## src/hw/rtl/swpf_pkg.sv

```systemverilog
// Package for the servo write packet framer: state type, packet byte
// constants and CRC settings. No dependencies.
`timescale 1ns / 1ps
package swpf_pkg;

  localparam int unsigned ByteW      = 8;
  localparam int unsigned CrcW       = 16;
  localparam int unsigned PktLen     = 16;
  localparam int unsigned CntW       = $clog2(PktLen);
  localparam int unsigned ParamCount = 6;

  localparam logic [CrcW-1:0]  CrcPoly    = 16'h8005;
  localparam logic [CrcW-1:0]  CrcInit    = 16'h0000;
  localparam logic [ByteW-1:0] HdrFf      = 8'hFF;
  localparam logic [ByteW-1:0] HdrFd      = 8'hFD;
  localparam logic [ByteW-1:0] HdrRsv     = 8'h00;
  localparam logic [ByteW-1:0] LenLo      = 8'(5 + 4);
  localparam logic [ByteW-1:0] LenHi      = 8'h00;
  localparam logic [ByteW-1:0] InstrReset = 8'h03;

  // Byte positions within the packet
  localparam logic [CntW-1:0] PosHdr0   = 4'd0;
  localparam logic [CntW-1:0] PosHdr1   = 4'd1;
  localparam logic [CntW-1:0] PosHdr2   = 4'd2;
  localparam logic [CntW-1:0] PosRsv    = 4'd3;
  localparam logic [CntW-1:0] PosId     = 4'd4;
  localparam logic [CntW-1:0] PosLenLo  = 4'd5;
  localparam logic [CntW-1:0] PosLenHi  = 4'd6;
  localparam logic [CntW-1:0] PosInstr  = 4'd7;
  localparam logic [CntW-1:0] PosAddrLo = 4'd8;
  localparam logic [CntW-1:0] PosAddrHi = 4'd9;
  localparam logic [CntW-1:0] PosVal0   = 4'd10;
  localparam logic [CntW-1:0] PosVal1   = 4'd11;
  localparam logic [CntW-1:0] PosVal2   = 4'd12;
  localparam logic [CntW-1:0] PosVal3   = 4'd13;
  localparam logic [CntW-1:0] PosCrcLo  = 4'd14;
  localparam logic [CntW-1:0] PosCrcHi  = 4'd15;

  typedef enum logic [1:0] {
    ST_IDLE,
    ST_CHECK,
    ST_SEND
  } state_t;

  // Control from the sequencer to the CRC unit
  typedef struct packed {
    logic clr;
    logic en;
  } crc_ctl_t;

endpackage

```

## src/hw/rtl/swpf_crc_unit.sv

```systemverilog
// Shared CRC-16 unit (poly 0x8005, no reflection): folds one byte per
// enabled cycle into its running value, cleared by clr. Depends on swpf_pkg.
`timescale 1ns / 1ps
module swpf_crc_unit (
  input  logic                         clk,
  input  logic                         rst_n,
  input  swpf_pkg::crc_ctl_t           ctl,
  input  logic [swpf_pkg::ByteW-1:0]   data,
  output logic [swpf_pkg::CrcW-1:0]    crc
);

  logic [swpf_pkg::CrcW-1:0] crc_r;
  logic [swpf_pkg::CrcW-1:0] crc_nxt;
  logic [swpf_pkg::CrcW-1:0] fold;

  // Shift one byte through the polynomial, one bit a step
  always_comb begin
    fold = crc_r ^ {data, {(swpf_pkg::CrcW-swpf_pkg::ByteW){1'b0}}};
    for (int k = 0; k < swpf_pkg::ByteW; k++) begin
      if (fold[swpf_pkg::CrcW-1]) begin
        fold = {fold[swpf_pkg::CrcW-2:0], 1'b0} ^ swpf_pkg::CrcPoly;
      end else begin
        fold = {fold[swpf_pkg::CrcW-2:0], 1'b0};
      end
    end
  end

  always_comb begin
    crc_nxt = crc_r;
    if (ctl.clr) begin
      crc_nxt = swpf_pkg::CrcInit;
    end else if (ctl.en) begin
      crc_nxt = fold;
    end
  end

  always_ff @(posedge clk) begin
    if (!rst_n) begin
      crc_r <= swpf_pkg::CrcInit;
    end else begin
      crc_r <= crc_nxt;
    end
  end

  assign crc = crc_r;

endmodule

```

## src/hw/rtl/servo_write_packet_framer_crc16_top.sv

```systemverilog
// Servo register-write packet framer with CRC-16 (top level).
// Depends on swpf_pkg and swpf_crc_unit.
`timescale 1ns / 1ps
// A command word is accepted in ST_IDLE, checked in ST_CHECK for the
// FF FF FD pattern in the parameter bytes, then sent in ST_SEND as the
// packet, one byte word per cycle while out_tready stays high. A command
// whose parameters hold FF FF FD would need a stuffed byte, no longer
// fits the 16-byte packet, and is dropped after the check with no
// output. The CRC is built by one shared byte-wide unit that folds in
// each byte before the CRC bytes as it leaves. in_tready is low from
// acceptance until the last byte word is taken or the command is dropped.
module servo_write_packet_framer_crc16_top (
  input  logic        clk,
  input  logic        rst_n,
  // Command input
  input  logic        in_tvalid,
  output logic        in_tready,
  input  logic [55:0] in_tdata,   // [7:0] dev_id, [23:8] register_address,
                                  // [55:24] write_value
  // Packet byte output
  output logic        out_tvalid,
  input  logic        out_tready,
  output logic [7:0]  out_tdata,  // [7:0] tx_byte
  output logic        out_tlast,  // last_byte
  // Instruction register
  input  logic        cfg_wr_en,
  input  logic [7:0]  cfg_wr_data
);

  localparam int unsigned BW = swpf_pkg::ByteW;
  localparam int unsigned CW = swpf_pkg::CntW;

  swpf_pkg::state_t state_r, state_nxt;
  logic [CW-1:0]    cnt_r, cnt_nxt;
  logic [BW-1:0]    instr_r;
  logic [BW-1:0]    id_r;
  logic [15:0]      addr_r;
  logic [31:0]      val_r;
  logic [BW-1:0]    prm [swpf_pkg::ParamCount];
  logic             stuff_hit;
  logic [BW-1:0]    byte_sel;
  logic [swpf_pkg::CrcW-1:0] crc;
  swpf_pkg::crc_ctl_t        crc_ctl;
  logic             in_acc, out_acc;

  assign in_acc  = in_tvalid && in_tready;
  assign out_acc = out_tvalid && out_tready;

  // Instruction register
  always_ff @(posedge clk) begin
    if (!rst_n) begin
      instr_r <= swpf_pkg::InstrReset;
    end else if (cfg_wr_en) begin
      instr_r <= cfg_wr_data;
    end
  end

  // Hold the command fields
  always_ff @(posedge clk) begin
    if (in_acc) begin
      id_r   <= in_tdata[7:0];
      addr_r <= in_tdata[23:8];
      val_r  <= in_tdata[55:24];
    end
  end

  // Look for FF FF FD starting at any of parameter bytes 0 to 3
  always_comb begin
    prm[0] = addr_r[7:0];
    prm[1] = addr_r[15:8];
    prm[2] = val_r[7:0];
    prm[3] = val_r[15:8];
    prm[4] = val_r[23:16];
    prm[5] = val_r[31:24];
    stuff_hit = 1'b0;
    for (int j = 0; j + 2 < swpf_pkg::ParamCount; j++) begin
      if (prm[j] == swpf_pkg::HdrFf && prm[j+1] == swpf_pkg::HdrFf &&
          prm[j+2] == swpf_pkg::HdrFd) begin
        stuff_hit = 1'b1;
      end
    end
  end

  // Next state
  always_comb begin
    state_nxt = state_r;
    cnt_nxt   = cnt_r;
    case (state_r)
      swpf_pkg::ST_IDLE: begin
        if (in_acc) begin
          state_nxt = swpf_pkg::ST_CHECK;
        end
      end
      swpf_pkg::ST_CHECK: begin
        cnt_nxt   = '0;
        state_nxt = stuff_hit ? swpf_pkg::ST_IDLE : swpf_pkg::ST_SEND;
      end
      swpf_pkg::ST_SEND: begin
        if (out_acc) begin
          cnt_nxt = cnt_r + 1'b1;
          if (cnt_r == swpf_pkg::PosCrcHi) begin
            state_nxt = swpf_pkg::ST_IDLE;
          end
        end
      end
      default: begin
        state_nxt = swpf_pkg::ST_IDLE;
      end
    endcase
  end

  // Outputs of the sequencer
  always_comb begin
    in_tready   = 1'b0;
    out_tvalid  = 1'b0;
    crc_ctl.clr = 1'b0;
    crc_ctl.en  = 1'b0;
    case (state_r)
      swpf_pkg::ST_IDLE: begin
        in_tready = 1'b1;
      end
      swpf_pkg::ST_CHECK: begin
        crc_ctl.clr = 1'b1;
      end
      swpf_pkg::ST_SEND: begin
        out_tvalid = 1'b1;
        crc_ctl.en = out_acc && (cnt_r < swpf_pkg::PosCrcLo);
      end
      default: begin
        in_tready = 1'b0;
      end
    endcase
  end

  always_ff @(posedge clk) begin
    if (!rst_n) begin
      state_r <= swpf_pkg::ST_IDLE;
      cnt_r   <= '0;
    end else begin
      state_r <= state_nxt;
      cnt_r   <= cnt_nxt;
    end
  end

  // Select the packet byte at the current position
  always_comb begin
    case (cnt_r)
      swpf_pkg::PosHdr0:   byte_sel = swpf_pkg::HdrFf;
      swpf_pkg::PosHdr1:   byte_sel = swpf_pkg::HdrFf;
      swpf_pkg::PosHdr2:   byte_sel = swpf_pkg::HdrFd;
      swpf_pkg::PosRsv:    byte_sel = swpf_pkg::HdrRsv;
      swpf_pkg::PosId:     byte_sel = id_r;
      swpf_pkg::PosLenLo:  byte_sel = swpf_pkg::LenLo;
      swpf_pkg::PosLenHi:  byte_sel = swpf_pkg::LenHi;
      swpf_pkg::PosInstr:  byte_sel = instr_r;
      swpf_pkg::PosAddrLo: byte_sel = addr_r[7:0];
      swpf_pkg::PosAddrHi: byte_sel = addr_r[15:8];
      swpf_pkg::PosVal0:   byte_sel = val_r[7:0];
      swpf_pkg::PosVal1:   byte_sel = val_r[15:8];
      swpf_pkg::PosVal2:   byte_sel = val_r[23:16];
      swpf_pkg::PosVal3:   byte_sel = val_r[31:24];
      swpf_pkg::PosCrcLo:  byte_sel = crc[7:0];
      swpf_pkg::PosCrcHi:  byte_sel = crc[15:8];
      default:             byte_sel = swpf_pkg::HdrRsv;
    endcase
  end

  swpf_crc_unit u_crc (
    .clk   (clk),
    .rst_n (rst_n),
    .ctl   (crc_ctl),
    .data  (byte_sel),
    .crc   (crc)
  );

  assign out_tdata = byte_sel;
  assign out_tlast = (state_r == swpf_pkg::ST_SEND) && (cnt_r == swpf_pkg::PosCrcHi);

`ifndef ASSERT_OFF
  // Never take a command while a packet is going out
  a_no_overlap: assert property (@(posedge clk) disable iff (!rst_n)
    out_tvalid |-> !in_tready)
    else $error("command accepted during packet output");

  // The last byte word ends the packet
  a_last_ends: assert property (@(posedge clk) disable iff (!rst_n)
    (out_acc && out_tlast) |=> !out_tvalid)
    else $error("output continues after last byte");

  // A stalled byte word keeps its position and the CRC holds
  a_stall_hold: assert property (@(posedge clk) disable iff (!rst_n)
    (out_tvalid && !out_tready) |=> ($stable(cnt_r) && $stable(crc)))
    else $error("position or CRC moved during stall");

  // A packet always starts at the first header byte
  a_start_pos: assert property (@(posedge clk) disable iff (!rst_n)
    $rose(out_tvalid) |-> (cnt_r == swpf_pkg::PosHdr0))
    else $error("packet started mid-frame");
`endif

endmodule
```

## config.mk

```make
export PLATFORM = sky130hd
export DESIGN_NAME = servo_write_packet_framer_crc16_top
export DESIGN_NICKNAME = d
export VERILOG_FILES = /design/src/hw/rtl/swpf_pkg.sv /design/src/hw/rtl/swpf_crc_unit.sv /design/src/hw/rtl/servo_write_packet_framer_crc16_top.sv
export SDC_FILE = /design/constraint.sdc
export NUM_CORES = 1
export LEC_CHECK = 0
export BUFFER_PORTS_ARGS = -buffer_cell sky130_fd_sc_hd__buf_2
export CAP_MARGIN = 40
export CELL_PAD_IN_SITES_DETAIL_PLACEMENT = 0
export CELL_PAD_IN_SITES_GLOBAL_PLACEMENT = 1
export CORE_ASPECT_RATIO = 1.4
export CORE_MARGIN = 10
export CORE_UTILIZATION = 41
export CTS_BUF_LIST = sky130_fd_sc_hd__clkbuf_8
export DETAILED_ROUTE_END_ITERATION = 12
export GPL_ROUTABILITY_DRIVEN = 0
export HOLD_SLACK_MARGIN = 0.06
export PLACE_DENSITY = 0.82
export SLEW_MARGIN = 20
export SYNTH_ARGS = -nofsm -noshare
export SYNTH_HDL_FRONTEND = slang
export SYNTH_SLANG_ARGS = --single-unit
export TNS_END_PERCENT = 10
```

## constraint.sdc

```tcl
create_clock -name clk -period 3.18 [get_ports clk]
set_clock_uncertainty 0.05 [all_clocks]
set_input_delay 0.159 -clock clk [delete_from_list [all_inputs] [get_ports clk]]
set_output_delay 0.159 -clock clk [all_outputs]
set_load 0.01 [all_outputs]
```

==> results.md, run 1 <==
- Status: completed
- Core Footprint: 0.00985 sq mm
- Design Power: 2510 uW
- First-pass GRT wire length: 18800 um
- H-Tree Depth: 3
- Critical Path End: u_crc.crc[15]$_SDFFE_PP0P_
- Drt initial violations: 345
- Post-CTS setup buffer count: 0
- Register-to-Register Path Depth: 11
- Setup crit end kind: flop
- Layout Nets: 584
- Number of CTS-inserted buffers: 9
- EDFF count, synth: 56
- Cell Rows: 43
- Ys Warns: 0
- Die W: 105 um
- Area Growth Syn to Fin: 38.0%
- Pin count of the biggest net entering global routing: 57
- Starting Density: 41.7%
- Switching pwr: 574 uW
- Synth Instances: 351
- Maximum VDD drop: 0.000317 V
- CP arrival: 3290 ps
- CTS tree: done
- Aggregate global routing overflow: 0
- Sw Share: 22.9%
- HPWL Detailed: 8290 um
- Share of layout cells above drive strength 1: 28.0%
- Die Y-Extent: 138 um
- Clock latency on the worst-skew pair: 380 ps
- Seq/Total Area, Yosys: 55.5%
- Ports: 80
- Main synth FF type: edfxtp_1
- Worst Max-Slew Pin Slew: 711 ps
- Die Area: 0.0145 sq mm
- Synth unique cells: 55
- Number of global-route vias before repair: 3635
- Final setup violation count: 0
- Drt first pass iters: 5
- Final setup margin: 150 ps
- CP required: 3430 ps
- Post-Syn Area: 0.00411 sq mm
- Slew headroom: 52.6%
- Ys async rst share: 0%
- Gr usage total: 16.3%
- Pwr/cell area: 443 mW/mm^2
- Crit Path Max Fanout: 7
- Max Clock Freq: 330 MHz
- Antenna violations before repair: 1
- Vias: 3438
- Via density per instance: 5.28
- R2R Path Start: cnt_r[0]$_SDFFE_PN0P_
- Non-filler cells in the finished layout: 651
- DRT Wirelength: 11800 um
- # clock sinks: 86
- WL met1: 4380 um
- Top routing layer used: met4
- # fillers: 800
- Hold Crit Class: primary input to flop
- Setup crit start: cnt_r[0]$_SDFFE_PN0P_
- Clk buf depth: 2
- Fin. max-slew vios: 0
- Comb power frac: 10.5%
- Post-route DRC: 0
- Final Hold Vio Count: 0
- Final min period: 3030 ps
- Clock power share: 37.2%
- R2R Setup Slk: 150 ps
- DR WL met3: 592 um
- Syn Area/Cell: 11.7 sq um
- CP Launch Type: flop
- Internal Pwr Total: 1940 uW
- Final period util: 95.3%
- R2r endpoint: u_crc.crc[15]$_SDFFE_PP0P_
- I/O Buffers: 79
- Met2 wire length: 6440 um
- Setup Crit Path Kind: flop to flop
- Max-cap violations: 0
- Placed insts: 566
- Pleak: 0.00212 uW
- FF+latch count, synth: 86
- Fin util: 57.6%
- Root Driver: clkbuf_8
- Sequential share of power: 52.3%
- Avg WL per Cell: 18.1 um
- Pre-CTS setup slack: -74.6 ps
- Clk pin slew, worst setup/hold paths: 90 ps
- Synth Net Count: 425
- RSZ-0062 raised after global routing: no
- Routed Antenna Nets: 0
[synthesized netlist by cell type (8+ instances only)]
master	count	area [sq um]
mux2i_1	9	90.1
nand2_1	41	154
nand3_1	8	40.0
nand4_1	9	56.3
nor2_1	13	48.8
dfxtp_1	30	601
nor2b_1	11	68.8
a22oi_1	17	128
a211oi_1	9	67.6
clkbuf_1	9	33.8
a21oi_1	21	105
xnor2_1	16	140
edfxtp_1	56	1680
[area by class of cell]
type / instances / area, sq um / area share [%]
Inverter: 7 / 26.3 / 0.463
Clock buffer: 9 / 124 / 2.18
Antenna cell: 1 / 2.50 / 0.0441
Clock inverter: 7 / 120 / 2.12
Sequential cell: 86 / 2280 / 40.3
Tap cell: 135 / 169 / 2.98
Timing Repair Buffer: 172 / 1270 / 22.4
Multi-Input combinational cell: 234 / 1680 / 29.5
[routing by layer]
| layer | track usage (%) | up-vias |
|---|---|---|
| met5 | 0 | - |
| met4 | 7.32 | 0 |
| met3 | 3.12 | 32 |
| met2 | 30.4 | 146 |
| met1 | 17.2 | 1627 |
| li1 | - | 1633 |
[worst max-delay path, stage by stage (launching register included)]
cell,delay (ps)
dfxtp_2,370
inv_1,110
ha_2,250
a222oi_1,350
a31oi_1,150
a2bb2oi_1,160
or3_4,350
xor2_2,150
xnor3_2,480
xnor2_2,170
xor2_1,150
a211oi_2,210
[placed cells by master, fill, tap and decap left out, types with 4 or more instances in the layout]
cell / n
buf_2: 79
a222oi_1: 7
inv_1: 7
nand3_1: 8
clkbuf_8: 9
and3_1: 5
a221oi_1: 5
mux2i_1: 9
nor2b_1: 11
a211oi_1: 9
a22oi_1: 17
edfxtp_1: 56
a31oi_1: 5
buf_4: 25
nor2_1: 13
nand2_1: 41
o21ai_0: 4
a21oi_1: 21
xnor2_1: 16
nand4_1: 9
dfxtp_1: 28
dlygate4sd3_1: 67
o21ai_1: 4
xor2_1: 6
[flip-flops by register name (all words and copies together), names as in the netlist]
name	count
id_r	8
u_crc.crc	16
state_r	2
cnt_r	4
addr_r	16
instr_r	8
val_r	32
[worst min-delay path by stage]
stage	start	end	slack (ps)	depth (start not counted)
floorplan	in_tdata[8]	addr_r[0]$_DFFE_PP_	210	0
global placement	in_tdata[21]	addr_r[13]$_DFFE_PP_	290	1
detailed placement	in_tdata[39]	val_r[15]$_DFFE_PP_	290	1
CTS	rst_n	instr_r[2]$_SDFFE_PN0P_	90	2
global route	rst_n	cnt_r[0]$_SDFFE_PN0P_	100	2
finish	rst_n	cnt_r[0]$_SDFFE_PN0P_	100	2
[through the flow]
stage | area (sq um) | hold WS [ps] | setup TNS [ps]
finish | 5670 | 99.5 | 0
global route | 5670 | 98.7 | 0
CTS | 5630 | 88.8 | 0
detailed placement | 4710 | 287 | -74.6
global placement | 4710 | 286 | 0
floorplan | 4110 | 208 | 0
[cells by family after synthesis]
logic type,share of synthesized area [%]
buf+inv,4.38
xor+xnor,7.40
mux,2.19
compound gates,16.5
simple gates,12.5
fa+ha+maj,1.52
flops,55.5
[what timing repair did]
action,in CTS,in global routing
pin swaps,0,2
setup endpoints to repair,1,3
resized for setup,1,7
hold buffers,67,0
hold endpoints to repair,65,0
[power groups by stage]
| stage | Clock (uW) | Sequential (uW) | Combinational [uW] |
|---|---|---|---|
| CTS | 947 | 1310 | 257 |
| global placement | 0 | 1340 | 188 |
| detailed placement | 0 | 1340 | 193 |
| floorplan | 0 | 1320 | 114 |
| global route | 994 | 1320 | 286 |
| finish | 934 | 1310 | 264 |
Power figures use the tool's default switching activity.
==> run 2, diff against run 1 <==
Settings changed: CORE_UTILIZATION 41 to 49, HOLD_SLACK_MARGIN 0.06 to 0.15, PLACE_DENSITY 0.82 to 0.92.
Clock period 3.18 ns to 3.6 ns, I/O delays scaled along.
==> results.md, run 2 (synthesized netlist as in run 1, its figures left out) <==
- Worst Max-Slew Pin Slew: 758 ps
- Pre-CTS setup slack: 202 ps
- Clk pin slew, worst setup/hold paths: 80 ps
- Via density per instance: 5.66
- Final min period: 3340 ps
- Aggregate global routing overflow: 0
- Antenna violations before repair: 1
- RSZ-0062 raised after global routing: no
- Most frequent cells in the layout: buf_2, dlygate4sd3_1, edfxtp_1, nand2_1, dfxtp_1
- Final period util: 92.9%
- CP arrival: 3590 ps
- Grt peak-use layer: met2
- Non-filler cells in the finished layout: 611
- Post-CTS setup buffer count: 0
- CTS tree: done
- Starting Density: 50.1%
- Fin util: 67.1%
- Pwr/cell area: 361 mW/mm^2
- Layout Nets: 577
- CP required: 3840 ps
- Status: completed
- Slew headroom: 49.4%
- Fin. max-slew vios: 0
- # fillers: 581
- Die Area: 0.0125 sq mm
- Met1 Track Usage GR: 19.5%
- Slowest cell on the critical path: dfxtp_1
- Critical path's largest stage delay: 430 ps
- Sw Share: 24.8%
- Cell Rows: 39
- GR Util met3: 4.45%
- Root Driver: clkbuf_8
- Sequential share of power: 58.3%
- Clock power share: 29.7%
- Placed insts: 519
- Number of CTS-inserted buffers: 9
- Pin count of the biggest net entering global routing: 38
- Share of layout cells above drive strength 1: 24.0%
- Number of global-route vias before repair: 3650
- Final Hold Vio Count: 0
- Most common library cell in the layout ignoring fill and taps: buf_2
- Area Growth Syn to Fin: 33.9%
- Number of flip-flops in the largest register: 32
- Pleak: 0.00206 uW
- Switching pwr: 493 uW
- Max-cap violations: 0
- Die Y-Extent: 128 um
- HPWL Detailed: 8050 um
- Met2 global-route usage: 35.0%
- Internal Pwr Total: 1490 uW
- Drt initial violations: 390
- Avg WL per Cell: 19.8 um
- Final setup violation count: 0
- H-Tree Depth: 3
- DRT Wirelength: 12100 um
- Crit-path most repeated cell: xnor2_2
- I/O Buffers: 79
- Maximum VDD drop: 0.000296 V
- First-pass GRT wire length: 19100 um
- Die W: 97.4 um
- Vias: 3459
- Post-route DRC: 0
- Comb power frac: 12.0%
- Largest Register: val_r
- Hold Crit Class: primary input to flop
- Final setup margin: 256 ps
- Max Clock Freq: 299 MHz
- Clk buf depth: 2
- Crit Path Max Fanout: 11
- Setup TNS: 0 ps
- Routed Antenna Nets: 0
- Hold slack final: 175 ps
- Ports: 80
- Drt first pass iters: 5
- Core Footprint: 0.00820 sq mm
- Clock latency on the worst-skew pair: 370 ps
- Gr usage total: 19.1%
- CP Launch Type: flop
- Setup Crit Path Kind: flop to flop
- Setup crit end kind: flop
- # clock sinks: 86
- CP cell instances: inv_1, ha_2, buf_4, a222oi_1, nand3_1, a311oi_2, xnor2_1, xnor2_2, xnor3_2, xnor2_2, xor2_1, a211oi_2
## run 2: critical path: cells and delay by family (launching register included)
kind	cells	cell delay (ps)
xor+xnor	5	1080
compound gates	3	930
flops	1	430
buf+inv	2	320
fa+ha+maj	1	300
simple gates	1	160
## run 2: through the flow
stage               total power [uW]  instance area [sq um]
floorplan                       1260                   4110
global placement                1340                   4560
detailed placement              1350                   4580
CTS                             1980                   5480
global route                    2060                   5500
finish                          1990                   5500
## run 2: timing repair
item / CTS / global route
endpoints found under the hold margin: 69 / 0
endpoints found under the setup margin: 0 / 1
gates resized for setup: 0 / 1
hold buffers: 74 / 0
## run 2: per-layer routing
metal	share of wire (%)	vias up
met3	5.8	33
met1	36	1635
met5	0	-
met4	3.4	0
li1	-	1629
met2	55	162
## run 2: final timing paths
path	startpoint	end	slack [ps]	cells past startpoint
setup / recovery	cnt_r[0]$_SDFFE_PN0P_	u_crc.crc[15]$_SDFFE_PP0P_	260	12
setup reg to reg	cnt_r[0]$_SDFFE_PN0P_	u_crc.crc[15]$_SDFFE_PP0P_	260	12
hold reg to reg	u_crc.crc[6]$_SDFFE_PP0P_	u_crc.crc[14]$_SDFFE_PP0P_	450	2
hold / removal	out_tready	cnt_r[2]$_SDFFE_PN0P_	170	4
## run 2: final cells by class
| cell class | count | area (sq um) | share of cell area [%] |
|---|---|---|---|
| Antenna cell | 1 | 2.50 | 0.0455 |
| Clock inverter | 7 | 42.5 | 0.773 |
| Clock buffer | 9 | 124 | 2.25 |
| Multi-Input combinational cell | 234 | 1650 | 30.0 |
| Timing Repair Buffer | 165 | 1250 | 22.6 |
| Sequential cell | 86 | 2280 | 41.5 |
| Inverter | 7 | 26.3 | 0.477 |
| Tap cell | 102 | 128 | 2.32 |
## run 2: power groups by stage
stage          sequential (uW)  clock (uW)  combinational (uW)
3_3_place_gp              1180           0                 157
3_5_place_dp              1180           0                 167
5_1_grt                   1160         642                 256
6_report                  1160         590                 238
4_1_cts                   1160         591                 229
2_1_floorplan             1160           0                 101
